File: src/rtl/bfpm_pkg.sv
// Shared constants, field widths and controller/datapath signal groups of the flow pulse meter.
package bfpm_pkg;

  localparam int KIND_W     = 2;
  localparam int WIN_W      = 10;
  localparam int PPL_W      = 10;
  localparam int SES_W      = 16;
  localparam int OUT_W      = 32;
  localparam int CFG_IDX_W  = 2;
  localparam int CFG_DATA_W = 16;

  localparam logic [KIND_W-1:0] KIND_SAMPLE = 2'd0;
  localparam logic [KIND_W-1:0] KIND_START  = 2'd1;
  localparam logic [KIND_W-1:0] KIND_STOP   = 2'd2;

  localparam logic [CFG_IDX_W-1:0] CFG_WINDOW_MS  = 2'd0;
  localparam logic [CFG_IDX_W-1:0] CFG_PULSES_PER = 2'd1;
  localparam logic [CFG_IDX_W-1:0] CFG_SESSION_MS = 2'd2;

  localparam logic [WIN_W-1:0] WIN_RST = 10'd100;
  localparam logic [PPL_W-1:0] PPL_RST = 10'd50;
  localparam logic [SES_W-1:0] SES_RST = 16'd10000;

  localparam int FLOW_SCALE_W = 20;
  localparam int VOL_SCALE_W  = 10;
  localparam int DIVISOR_W    = WIN_W + PPL_W;

  localparam logic [FLOW_SCALE_W-1:0] FLOW_SCALE = 20'd1000000;
  localparam logic [VOL_SCALE_W-1:0]  VOL_SCALE  = 10'd1000;

  localparam logic [OUT_W-1:0] I32_MAX = 32'h7FFF_FFFF;
  localparam logic [OUT_W-1:0] I32_MIN = 32'h8000_0000;

  typedef struct packed {
    logic accept;
    logic load_mul;
    logic div_start;
    logic div_sel_vol;
    logic cap_flow;
    logic cap_vol;
    logic commit_vol;
    logic emit;
  } cmd_t;

  typedef struct packed {
    logic window_end;
    logic div_done;
  } sts_t;

endpackage

File: src/rtl/bfpm_if.sv
// Handshake interfaces for the sample, result and configuration channels.
interface bfpm_in_if;
  import bfpm_pkg::*;
  logic              valid;
  logic              ready;
  logic [KIND_W-1:0] kind;
  logic              pin_a;
  logic              pin_b;
  logic              ms_tick;
  modport source (output valid, kind, pin_a, pin_b, ms_tick, input ready);
  modport sink (input valid, kind, pin_a, pin_b, ms_tick, output ready);
endinterface

interface bfpm_out_if;
  import bfpm_pkg::*;
  logic                    valid;
  logic                    ready;
  logic signed [OUT_W-1:0] flow_ml_per_s;
  logic signed [OUT_W-1:0] volume_ml;
  logic [SES_W-1:0]        elapsed_ms;
  logic                    session_end;
  modport source (output valid, flow_ml_per_s, volume_ml, elapsed_ms, session_end,
                  input ready);
  modport sink (input valid, flow_ml_per_s, volume_ml, elapsed_ms, session_end,
                output ready);
endinterface

interface bfpm_cfg_if;
  import bfpm_pkg::*;
  logic                  valid;
  logic                  ready;
  logic [CFG_IDX_W-1:0]  index;
  logic [CFG_DATA_W-1:0] data;
  modport source (output valid, index, data, input ready);
  modport sink (input valid, index, data, output ready);
endinterface

File: src/rtl/bfpm_div.sv
// Restoring bit-serial unsigned divider, one quotient bit per cycle.
module bfpm_div #(
  parameter int DVD_W = 36,
  parameter int DVS_W = 20
) (
  input  logic             clk,
  input  logic             rst_n,
  input  logic             start,
  input  logic [DVD_W-1:0] dividend,
  input  logic [DVS_W-1:0] divisor,
  output logic [DVD_W-1:0] quotient,
  output logic             done
);

  localparam int CNT_W = $clog2(DVD_W + 1);

  logic             run_r;
  logic             done_r;
  logic [CNT_W-1:0] cnt_r;
  logic [DVD_W-1:0] q_r;
  logic [DVS_W-1:0] rem_r;
  logic [DVS_W-1:0] dvs_r;
  logic [DVS_W:0]   trial;
  logic [DVS_W:0]   diff;
  logic             ge;

  always_comb begin
    trial = {rem_r, q_r[DVD_W-1]};
    diff  = trial - {1'b0, dvs_r};
    ge    = trial >= {1'b0, dvs_r};
  end

  always_ff @(posedge clk) begin
    if (!rst_n) begin
      run_r  <= 1'b0;
      done_r <= 1'b0;
      cnt_r  <= '0;
    end else begin
      done_r <= 1'b0;
      if (start) begin
        run_r <= 1'b1;
        cnt_r <= CNT_W'(DVD_W);
      end else if (run_r) begin
        cnt_r <= cnt_r - CNT_W'(1);
        if (cnt_r == CNT_W'(1)) begin
          run_r  <= 1'b0;
          done_r <= 1'b1;
        end
      end
    end
  end

  always_ff @(posedge clk) begin
    if (start) begin
      q_r   <= dividend;
      rem_r <= '0;
      dvs_r <= divisor;
    end else if (run_r) begin
      q_r   <= {q_r[DVD_W-2:0], ge};
      rem_r <= ge ? diff[DVS_W-1:0] : trial[DVS_W-1:0];
    end
  end

  assign quotient = q_r;
  assign done     = done_r;

endmodule

File: src/rtl/bfpm_ctrl.sv
// Controller state machine that sequences the window-end computation and the result register.
module bfpm_ctrl
  import bfpm_pkg::*;
(
  input  logic clk,
  input  logic rst_n,
  input  logic in_valid,
  output logic in_ready,
  output logic out_valid,
  input  logic out_ready,
  input  sts_t sts,
  output cmd_t cmd
);

  typedef enum logic [2:0] {
    S_IDLE,
    S_MUL,
    S_FSTART,
    S_FWAIT,
    S_VSTART,
    S_VWAIT,
    S_VOL,
    S_EMIT
  } state_t;

  state_t state_r, state_nxt;
  logic   out_valid_r, out_valid_nxt;

  always_comb begin
    cmd       = '0;
    state_nxt = state_r;
    unique case (state_r)
      S_IDLE: begin
        cmd.accept = in_valid;
        if (in_valid && sts.window_end) state_nxt = S_MUL;
      end
      S_MUL: begin
        cmd.load_mul = 1'b1;
        state_nxt    = S_FSTART;
      end
      S_FSTART: begin
        cmd.div_start = 1'b1;
        state_nxt     = S_FWAIT;
      end
      S_FWAIT: begin
        if (sts.div_done) begin
          cmd.cap_flow = 1'b1;
          state_nxt    = S_VSTART;
        end
      end
      S_VSTART: begin
        cmd.div_start   = 1'b1;
        cmd.div_sel_vol = 1'b1;
        state_nxt       = S_VWAIT;
      end
      S_VWAIT: begin
        cmd.div_sel_vol = 1'b1;
        if (sts.div_done) begin
          cmd.cap_vol = 1'b1;
          state_nxt   = S_VOL;
        end
      end
      S_VOL: begin
        cmd.commit_vol = 1'b1;
        state_nxt      = S_EMIT;
      end
      S_EMIT: begin
        if (!out_valid_r || out_ready) begin
          cmd.emit  = 1'b1;
          state_nxt = S_IDLE;
        end
      end
      default: state_nxt = S_IDLE;
    endcase
    out_valid_nxt = cmd.emit || (out_valid_r && !out_ready);
  end

  always_ff @(posedge clk) begin
    if (!rst_n) begin
      state_r     <= S_IDLE;
      out_valid_r <= 1'b0;
    end else begin
      state_r     <= state_nxt;
      out_valid_r <= out_valid_nxt;
    end
  end

  assign in_ready  = (state_r == S_IDLE);
  assign out_valid = out_valid_r;

endmodule

File: src/rtl/bfpm_dp.sv
// Datapath: configuration, pulse and timer state, flow and volume arithmetic, result word.
module bfpm_dp
  import bfpm_pkg::*;
#(
  parameter int COUNT_WIDTH = 16,
  parameter int ACC_WIDTH   = 32
) (
  input  logic                    clk,
  input  logic                    rst_n,
  input  cmd_t                    cmd,
  output sts_t                    sts,
  input  logic [KIND_W-1:0]       in_kind,
  input  logic                    in_pin_a,
  input  logic                    in_pin_b,
  input  logic                    in_ms_tick,
  input  logic                    cfg_write,
  input  logic [CFG_IDX_W-1:0]    cfg_index,
  input  logic [CFG_DATA_W-1:0]   cfg_data,
  output logic signed [OUT_W-1:0] out_flow,
  output logic signed [OUT_W-1:0] out_volume,
  output logic [SES_W-1:0]        out_elapsed,
  output logic                    out_session_end
);

  localparam int DVD_W  = COUNT_WIDTH + FLOW_SCALE_W;
  localparam int VMAG_W = COUNT_WIDTH + VOL_SCALE_W;
  localparam int SUM_W  = ((ACC_WIDTH > VMAG_W) ? ACC_WIDTH : VMAG_W) + 2;
  localparam int MAG_W  = (DVD_W > OUT_W + 1) ? DVD_W : OUT_W + 1;
  localparam int VOL_OW = (ACC_WIDTH > OUT_W) ? ACC_WIDTH : OUT_W;

  localparam logic signed [SUM_W-1:0] ACC_MAX_S =
    {{(SUM_W-ACC_WIDTH+1){1'b0}}, {(ACC_WIDTH-1){1'b1}}};
  localparam logic signed [SUM_W-1:0] ACC_MIN_S =
    {{(SUM_W-ACC_WIDTH+1){1'b1}}, {(ACC_WIDTH-1){1'b0}}};
  localparam logic signed [VOL_OW-1:0] V32_MAX = VOL_OW'(signed'({1'b0, I32_MAX}));
  localparam logic signed [VOL_OW-1:0] V32_MIN = VOL_OW'(signed'({1'b1, I32_MIN}));

  logic [WIN_W-1:0]       window_ms_r;
  logic [PPL_W-1:0]       ppl_r;
  logic [SES_W-1:0]       session_ms_r;

  logic                   measuring_r;
  logic                   armed_r;
  logic                   dir_fwd_r;
  logic [COUNT_WIDTH-1:0] fwd_cnt_r;
  logic [COUNT_WIDTH-1:0] rev_cnt_r;
  logic [WIN_W-1:0]       win_el_r;
  logic [SES_W-1:0]       ses_el_r;
  logic signed [ACC_WIDTH-1:0] volume_r;

  logic [COUNT_WIDTH-1:0] c_r;
  logic                   rep_fwd_r;
  logic                   rep_end_r;
  logic [SES_W-1:0]       rep_elapsed_r;
  logic [DVD_W-1:0]       prod_flow_r;
  logic [VMAG_W-1:0]      prod_vol_r;
  logic [DIVISOR_W-1:0]   div_flow_r;
  logic [DVD_W-1:0]       flow_mag_r;
  logic [VMAG_W-1:0]      vol_mag_r;

  logic signed [OUT_W-1:0] out_flow_r;
  logic signed [OUT_W-1:0] out_volume_r;
  logic [SES_W-1:0]        out_elapsed_r;
  logic                    out_end_r;

  logic [WIN_W-1:0]       win_eff;
  logic [PPL_W-1:0]       ppl_eff;
  logic                   armed_upd;
  logic                   dir_upd;
  logic [COUNT_WIDTH-1:0] fwd_upd;
  logic [COUNT_WIDTH-1:0] rev_upd;
  logic [SES_W-1:0]       ses_upd;
  logic [WIN_W:0]         win_upd;
  logic                   win_hit;
  logic                   ses_done;
  logic                   window_end;

  logic [DVD_W-1:0]       div_dividend;
  logic [DIVISOR_W-1:0]   div_divisor;
  logic [DVD_W-1:0]       div_q;
  logic                   div_done;

  logic signed [SUM_W-1:0]  vol_ext;
  logic signed [SUM_W-1:0]  dv_s;
  logic signed [SUM_W-1:0]  vol_sum;
  logic [ACC_WIDTH-1:0]     vol_next;
  logic [MAG_W-1:0]         mag_x;
  logic [OUT_W-1:0]         flow_word;
  logic signed [VOL_OW-1:0] vol_o;
  logic [OUT_W-1:0]         vol_word;

  always_comb begin
    win_eff = (window_ms_r == '0) ? WIN_W'(1) : window_ms_r;
    ppl_eff = (ppl_r == '0) ? PPL_W'(1) : ppl_r;

    armed_upd = armed_r;
    dir_upd   = dir_fwd_r;
    fwd_upd   = fwd_cnt_r;
    rev_upd   = rev_cnt_r;
    if (!in_pin_a && !in_pin_b) begin
      armed_upd = 1'b1;
    end else if (armed_r) begin
      armed_upd = 1'b0;
      if (in_pin_a) begin
        dir_upd = 1'b1;
        if (!(&fwd_cnt_r)) fwd_upd = fwd_cnt_r + COUNT_WIDTH'(1);
      end else begin
        dir_upd = 1'b0;
        if (!(&rev_cnt_r)) rev_upd = rev_cnt_r + COUNT_WIDTH'(1);
      end
    end

    ses_upd    = (&ses_el_r) ? ses_el_r : ses_el_r + SES_W'(1);
    win_upd    = {1'b0, win_el_r} + (WIN_W+1)'(1);
    win_hit    = win_upd >= {1'b0, win_eff};
    ses_done   = ses_upd >= session_ms_r;
    window_end = measuring_r && (in_kind == KIND_SAMPLE) && in_ms_tick && win_hit;

    sts = '{window_end: window_end, div_done: div_done};

    div_dividend = cmd.div_sel_vol ? DVD_W'(prod_vol_r) : prod_flow_r;
    div_divisor  = cmd.div_sel_vol ? DIVISOR_W'(ppl_eff) : div_flow_r;
  end

  bfpm_div #(
    .DVD_W(DVD_W),
    .DVS_W(DIVISOR_W)
  ) u_div (
    .clk      (clk),
    .rst_n    (rst_n),
    .start    (cmd.div_start),
    .dividend (div_dividend),
    .divisor  (div_divisor),
    .quotient (div_q),
    .done     (div_done)
  );

  always_comb begin
    vol_ext = SUM_W'(volume_r);
    dv_s    = signed'(SUM_W'(vol_mag_r));
    vol_sum = rep_fwd_r ? vol_ext + dv_s : vol_ext - dv_s;
    if (vol_sum > ACC_MAX_S) begin
      vol_next = ACC_MAX_S[ACC_WIDTH-1:0];
    end else if (vol_sum < ACC_MIN_S) begin
      vol_next = ACC_MIN_S[ACC_WIDTH-1:0];
    end else begin
      vol_next = vol_sum[ACC_WIDTH-1:0];
    end

    mag_x = MAG_W'(flow_mag_r);
    if (rep_fwd_r) begin
      flow_word = (mag_x > MAG_W'(I32_MAX)) ? I32_MAX : mag_x[OUT_W-1:0];
    end else begin
      flow_word = (mag_x > MAG_W'(I32_MAX)) ? I32_MIN : OUT_W'(0) - mag_x[OUT_W-1:0];
    end

    vol_o = VOL_OW'(volume_r);
    if (vol_o > V32_MAX) begin
      vol_word = I32_MAX;
    end else if (vol_o < V32_MIN) begin
      vol_word = I32_MIN;
    end else begin
      vol_word = vol_o[OUT_W-1:0];
    end
  end

  always_ff @(posedge clk) begin
    if (!rst_n) begin
      window_ms_r  <= WIN_RST;
      ppl_r        <= PPL_RST;
      session_ms_r <= SES_RST;
      measuring_r  <= 1'b0;
      armed_r      <= 1'b0;
      dir_fwd_r    <= 1'b0;
      fwd_cnt_r    <= '0;
      rev_cnt_r    <= '0;
      win_el_r     <= '0;
      ses_el_r     <= '0;
      volume_r     <= '0;
    end else begin
      if (cfg_write) begin
        unique case (cfg_index)
          CFG_WINDOW_MS:  window_ms_r  <= cfg_data[WIN_W-1:0];
          CFG_PULSES_PER: ppl_r        <= cfg_data[PPL_W-1:0];
          CFG_SESSION_MS: session_ms_r <= cfg_data[SES_W-1:0];
          default: ;
        endcase
      end
      if (cmd.accept) begin
        case (in_kind)
          KIND_START: begin
            measuring_r <= 1'b1;
            armed_r     <= 1'b0;
            fwd_cnt_r   <= '0;
            rev_cnt_r   <= '0;
            win_el_r    <= '0;
            ses_el_r    <= '0;
            volume_r    <= '0;
          end
          KIND_STOP: measuring_r <= 1'b0;
          KIND_SAMPLE: begin
            if (measuring_r) begin
              dir_fwd_r <= dir_upd;
              if (in_ms_tick) ses_el_r <= ses_upd;
              if (in_ms_tick && win_hit) begin
                armed_r   <= 1'b0;
                fwd_cnt_r <= '0;
                rev_cnt_r <= '0;
                win_el_r  <= '0;
                if (ses_done) measuring_r <= 1'b0;
              end else begin
                armed_r   <= armed_upd;
                fwd_cnt_r <= fwd_upd;
                rev_cnt_r <= rev_upd;
                if (in_ms_tick) win_el_r <= win_upd[WIN_W-1:0];
              end
            end
          end
          default: ;
        endcase
      end
      if (cmd.commit_vol) volume_r <= signed'(vol_next);
    end
  end

  always_ff @(posedge clk) begin
    if (cmd.accept && window_end) begin
      c_r           <= dir_upd ? fwd_upd : rev_upd;
      rep_fwd_r     <= dir_upd;
      rep_end_r     <= ses_done;
      rep_elapsed_r <= ses_upd;
    end
    if (cmd.load_mul) begin
      prod_flow_r <= DVD_W'(c_r) * DVD_W'(FLOW_SCALE);
      prod_vol_r  <= VMAG_W'(c_r) * VMAG_W'(VOL_SCALE);
      div_flow_r  <= DIVISOR_W'(win_eff) * DIVISOR_W'(ppl_eff);
    end
    if (cmd.cap_flow) flow_mag_r <= div_q;
    if (cmd.cap_vol) vol_mag_r <= div_q[VMAG_W-1:0];
    if (cmd.emit) begin
      out_flow_r    <= signed'(flow_word);
      out_volume_r  <= signed'(vol_word);
      out_elapsed_r <= rep_elapsed_r;
      out_end_r     <= rep_end_r;
    end
  end

  assign out_flow        = out_flow_r;
  assign out_volume      = out_volume_r;
  assign out_elapsed     = out_elapsed_r;
  assign out_session_end = out_end_r;

endmodule

File: src/rtl/bidirectional_flow_pulse_meter_unit.sv
// Top level of the bidirectional turbine flow pulse meter.
// A pin sample, start or stop word is accepted while the unit is idle and needs no
// further work unless it closes a window. A word that closes a window holds
// in_chan.ready low while the one-bit-per-cycle divider, shared between the flow
// quotient and the volume quotient, works out both results, and for as long as the
// previous report still waits on the result channel. Configuration writes are
// always ready and take effect from the cycle after they are written.
module bidirectional_flow_pulse_meter_unit
  import bfpm_pkg::*;
#(
  parameter int COUNT_WIDTH = 16,
  parameter int ACC_WIDTH   = 32
) (
  input  logic       clk,
  input  logic       rst_n,
  bfpm_in_if.sink    in_chan,
  bfpm_out_if.source out_chan,
  bfpm_cfg_if.sink   cfg_chan
);

  cmd_t cmd;
  sts_t sts;

  assign cfg_chan.ready = 1'b1;

  bfpm_ctrl u_ctrl (
    .clk       (clk),
    .rst_n     (rst_n),
    .in_valid  (in_chan.valid),
    .in_ready  (in_chan.ready),
    .out_valid (out_chan.valid),
    .out_ready (out_chan.ready),
    .sts       (sts),
    .cmd       (cmd)
  );

  bfpm_dp #(
    .COUNT_WIDTH(COUNT_WIDTH),
    .ACC_WIDTH  (ACC_WIDTH)
  ) u_dp (
    .clk             (clk),
    .rst_n           (rst_n),
    .cmd             (cmd),
    .sts             (sts),
    .in_kind         (in_chan.kind),
    .in_pin_a        (in_chan.pin_a),
    .in_pin_b        (in_chan.pin_b),
    .in_ms_tick      (in_chan.ms_tick),
    .cfg_write       (cfg_chan.valid),
    .cfg_index       (cfg_chan.index),
    .cfg_data        (cfg_chan.data),
    .out_flow        (out_chan.flow_ml_per_s),
    .out_volume      (out_chan.volume_ml),
    .out_elapsed     (out_chan.elapsed_ms),
    .out_session_end (out_chan.session_end)
  );

endmodule

File: src/flat_wrapper.sv
// flat-port wrapper written by rule: the top's interface ports become plain ports
module bidirectional_flow_pulse_meter_unit_flat import bfpm_pkg::*;
#(
  parameter int COUNT_WIDTH = 16,
  parameter int ACC_WIDTH   = 32
)
  (clk, rst_n, in_chan_valid, in_chan_kind, in_chan_pin_a, in_chan_pin_b, in_chan_ms_tick, in_chan_ready, out_chan_valid, out_chan_flow_ml_per_s, out_chan_volume_ml, out_chan_elapsed_ms, out_chan_session_end, out_chan_ready, cfg_chan_valid, cfg_chan_index, cfg_chan_data, cfg_chan_ready);
  bfpm_in_if in_chan_i ();
  bfpm_out_if out_chan_i ();
  bfpm_cfg_if cfg_chan_i ();
  input  logic clk;
  input  logic rst_n;
  input wire logic [$bits(in_chan_i.valid)-1:0] in_chan_valid;
  input wire logic [$bits(in_chan_i.kind)-1:0] in_chan_kind;
  input wire logic [$bits(in_chan_i.pin_a)-1:0] in_chan_pin_a;
  input wire logic [$bits(in_chan_i.pin_b)-1:0] in_chan_pin_b;
  input wire logic [$bits(in_chan_i.ms_tick)-1:0] in_chan_ms_tick;
  output wire logic [$bits(in_chan_i.ready)-1:0] in_chan_ready;
  output wire logic [$bits(out_chan_i.valid)-1:0] out_chan_valid;
  output wire logic [$bits(out_chan_i.flow_ml_per_s)-1:0] out_chan_flow_ml_per_s;
  output wire logic [$bits(out_chan_i.volume_ml)-1:0] out_chan_volume_ml;
  output wire logic [$bits(out_chan_i.elapsed_ms)-1:0] out_chan_elapsed_ms;
  output wire logic [$bits(out_chan_i.session_end)-1:0] out_chan_session_end;
  input wire logic [$bits(out_chan_i.ready)-1:0] out_chan_ready;
  input wire logic [$bits(cfg_chan_i.valid)-1:0] cfg_chan_valid;
  input wire logic [$bits(cfg_chan_i.index)-1:0] cfg_chan_index;
  input wire logic [$bits(cfg_chan_i.data)-1:0] cfg_chan_data;
  output wire logic [$bits(cfg_chan_i.ready)-1:0] cfg_chan_ready;
  assign in_chan_i.valid = in_chan_valid;
  assign in_chan_i.kind = in_chan_kind;
  assign in_chan_i.pin_a = in_chan_pin_a;
  assign in_chan_i.pin_b = in_chan_pin_b;
  assign in_chan_i.ms_tick = in_chan_ms_tick;
  assign in_chan_ready = in_chan_i.ready;
  assign out_chan_valid = out_chan_i.valid;
  assign out_chan_flow_ml_per_s = out_chan_i.flow_ml_per_s;
  assign out_chan_volume_ml = out_chan_i.volume_ml;
  assign out_chan_elapsed_ms = out_chan_i.elapsed_ms;
  assign out_chan_session_end = out_chan_i.session_end;
  assign out_chan_i.ready = out_chan_ready;
  assign cfg_chan_i.valid = cfg_chan_valid;
  assign cfg_chan_i.index = cfg_chan_index;
  assign cfg_chan_i.data = cfg_chan_data;
  assign cfg_chan_ready = cfg_chan_i.ready;
  bidirectional_flow_pulse_meter_unit #(.COUNT_WIDTH(COUNT_WIDTH), .ACC_WIDTH(ACC_WIDTH)) u_core (.clk(clk), .rst_n(rst_n), .in_chan(in_chan_i), .out_chan(out_chan_i), .cfg_chan(cfg_chan_i));
endmodule
File: config.mk
export PLATFORM = sky130hd
export DESIGN_NAME = bidirectional_flow_pulse_meter_unit_flat
export DESIGN_NICKNAME = d
export VERILOG_FILES = /design/src/rtl/bfpm_pkg.sv /design/src/rtl/bfpm_if.sv /design/src/rtl/bfpm_div.sv /design/src/rtl/bfpm_ctrl.sv /design/src/rtl/bfpm_dp.sv /design/src/rtl/bidirectional_flow_pulse_meter_unit.sv /design/src/flat_wrapper.sv
export SDC_FILE = /design/constraint.sdc
export NUM_CORES = 1
export LEC_CHECK = 0
export BUFFER_PORTS_ARGS = -buffer_cell sky130_fd_sc_hd__buf_4
export CAP_MARGIN = 20
export CORE_AREA = 2 2 234 282
export DETAILED_ROUTE_END_ITERATION = 12
export DIE_AREA = 0 0 236 284
export GPL_ROUTABILITY_DRIVEN = 0
export PLACE_DENSITY_LB_ADDON = 0.2
export SYNTH_ARGS = -nofsm -noshare
export SYNTH_HDL_FRONTEND = slang
export SYNTH_HIERARCHICAL = 1
export SYNTH_SLANG_ARGS = --single-unit
File: constraint.sdc
create_clock -name clk -period 14.3 [get_ports clk]
set_input_delay 2.86 -clock clk [delete_from_list [all_inputs] [get_ports clk]]
set_output_delay 2.86 -clock clk [all_outputs]
set_load 0.02 [all_outputs]
==> results.ini <==
[floorplanning]
chipWidth_um = 236
dieArea_um2 = 67000
row_count = 102
ios = 112
die_y_um = 284
start_util_pct = 49.8
coreArea_um2 = 64200

[synthesis]
synth_area_um2 = 32000
netlist-cell-type-count = 101
ys_seq_area_share_pct = 38.6
synth.most_common_cell = edfxtp_1
synth_area_leaders = edfxtp_1 (29%), ha_1 (12%), dfxtp_1 (10%)
synth_enable_flop_cells = 304
synth_ff_type = edfxtp_1
syn_inst = 3120
yosysWarnings = 6
syn_area_per_cell_um2 = 10.2
yosys.area.top_type_share_pct = 28.6
ys_top_cells_by_count = edfxtp_1 (304), ha_1 (297), inv_1 (271), nand2_1 (259), nor2_1 (223)
async_reset_ff_share_pct = 0
yosysTopAreaCell = edfxtp_1
ys_ff_latch = 465

[cts]
cts_hold_buf = 0
cts_buffers = 49
ctsResizeCount = 0
clk_latency_ns = 0.60
cts-htree-levels = 2
cts_setup_buffers = 0
cts_buffer_depth = 3
cts.sinks = 465
cts_tree = yes
cts_root_buffer = clkbuf_16
clkTransAtPathRegs_ns = 0.07

[sta]
slew-limit-headroom_pct = 30.4
hold_viol = 0
slew_violations = 0
fin_crit_ns = 6.65
hold_ws_ns = 0.408
skew_ns = 0.0366
fin_setup_tns_ns = 0
setup_viol = 0
fin_crit_sh_pct = 46.5
rsz0062_at_grt = false
fmax_mhz = 150
worstMarginPinSlew_ns = 1.04

[setup_path]
crit_path_end_kind = register
cp_data_arrival_time_ns = 6.98
critPathRequiredTime_ns = 14.63
crit_path_start_kind = register
crit_fanout = 13
crit_type = register to register

[cells_and_area]
num-nets-final = 3647
final_util_pct = 54.9
drive_above_1_share_pct = 10.5
diodes = 0
area_delta_synth_final_pct = 10.3

[global_routing]
grt_pass1_vias = 23100
grt_use_total_pct = 21.8
gr-total-overflow = 0
grt_max_degree = 78
antenna_found_initial = 1
grt_pass1_wl_um = 119000

[hold_path]
hold_path_class = register to register

[detailed_routing]
postRouteAntennaNets = 0
drt-initial-drc-count = 1251
drcViolationCount = 0
wire_per_inst_um = 18.0
first_pass_iters = 7
viasPerCell = 5.62
dr_total_vias = 22700
routed_wl_um = 72700

[pwr]
p_leak_uw = 0.0147
ir_drop_uv = 84.3
p_seq_share_pct = 47.1
powerDensity_nw_per_um2 = 87.1
switching_share_pct = 22.7
power.switching_uw = 697
p_comb_share_pct = 7.8
internal_power_uw = 2370
p_clk_share_pct = 45.1

[place]
io_buffers = 110
dp_hpwl_um = 55600

[job]
maxCapViolCount = 0

[run_status]
outcome = finished, final reports clean

[worst paths after layout]
kind                                               startpoint                     endpoint  slack [ns]  cells past startpoint
worst min-delay path            u_core/u_dp/rep_elapsed_r[12]  u_core/u_dp/out_elapsed[12]        0.41                      0
worst max-delay path               u_core/u_dp/window_ms_r[7]   u_core/u_dp/div_flow_r[16]        7.65                     21
worst max register to register     u_core/u_dp/window_ms_r[7]   u_core/u_dp/div_flow_r[16]        7.65                     21
worst min register to register  u_core/u_dp/rep_elapsed_r[12]  u_core/u_dp/out_elapsed[12]        0.41                      0
[power groups by stage]
stage	clock network (uW)	logic [uW]	registers [uW]
4_1_cts	1410	243	1450
3_5_place_dp	0	240	1480
6_report	1380	240	1450
3_3_place_gp	0	236	1470
5_1_grt	1460	271	1450
2_1_floorplan	0	185	1470
[cell families (layout without fill, tap and decap cells)]
family	Yosys count	count (layout)	share of synthesized area (%)
simple gates	877	877	13.5
compound gates	628	628	13.1
mux	84	84	2.91
buf+inv	413	496	5.02
other cells	2	4	0.0235
fa+ha+maj	454	454	21.5
xor+xnor	197	197	5.40
flops	465	465	38.6
[flip-flops by register name, indices dropped and copies added (netlist names), 16 cells and up]
register,flops
u_core/u_dp/flow_mag_r,36
u_core/u_dp/u_div/quotient,36
u_core/u_dp/out_flow,32
u_core/u_dp/out_volume,32
u_core/u_dp/vol_o,32
u_core/u_dp/prod_flow_r,28
u_core/u_dp/vol_mag_r,26
u_core/u_dp/prod_vol_r,23
u_core/u_dp/div_flow_r,20
u_core/u_dp/u_div/dvs_r,20
u_core/u_dp/u_div/rem_r,20
u_core/u_dp/c_r,16
u_core/u_dp/fwd_cnt_r,16
u_core/u_dp/out_elapsed,16
u_core/u_dp/rep_elapsed_r,16
u_core/u_dp/rev_cnt_r,16
u_core/u_dp/ses_el_r,16
u_core/u_dp/session_ms_r,16
[layout by cell type (no fill, tap or decap), types with 46 or more instances in the layout]
cell and count:
nor2_1 223, nor2b_1 51, nand2_1 259, dfxtp_1 161
a21o_1 71, xnor2_1 119, buf_4 128, clkbuf_16 51
edfxtp_1 304, fa_1 157, xor2_1 78, nor3_1 46
and2_1 76, o21ai_0 120, nand3_1 57, a21oi_1 179
inv_1 270, mux2_2 65, ha_1 297
[area by class of cell]
cell class,instances,area (um^2)
Fill cell,5535,28900
Multi-Input combinational cell,2244,18000
Clock inverter,34,442
Sequential cell,465,12400
Clock buffer,57,1320
Inverter,272,1020
Timing Repair Buffer,133,1030
Tap cell,832,1040
[worst max-delay path: stages (launching register included)]
cell and delay, ns:
dfxtp_1 0.59, nor4_1 0.09, a41oi_1 0.69, inv_1 0.18, nand2_1 0.15, fa_1 0.43
fa_1 0.55, inv_1 0.06, fa_1 0.51, fa_1 0.55, inv_1 0.06, fa_1 0.54
inv_1 0.04, ha_1 0.21, and2_1 0.14, o21ai_0 0.25, o21ai_0 0.19, o41ai_1 0.59
nor2b_1 0.10, o21ai_0 0.20, nor2b_1 0.19, xnor2_1 0.07
[routing by layer]
layer | global-route usage [%] | part of all wire (%) | up-vias
met1 | 25.5 | 40 | 11000
met3 | 2.34 | 3.4 | 151
met4 | 8.66 | 4.2 | 0
met5 | 0 | 0 | -
li1 | - | - | 11000
met2 | 40.6 | 52 | 526
[per-stage QoR]
stage	worst slack [ns]	power, uW	cells	instance area [um^2]
finish	7.65	3070	4037	35300
floorplan	7.20	1650	3122	32000
detailed placement	7.60	1720	3942	33400
global placement	7.81	1710	3941	33400
global route	7.30	3180	4037	35300
CTS	7.68	3100	4033	35200
Power figures use the tool's default switching activity.
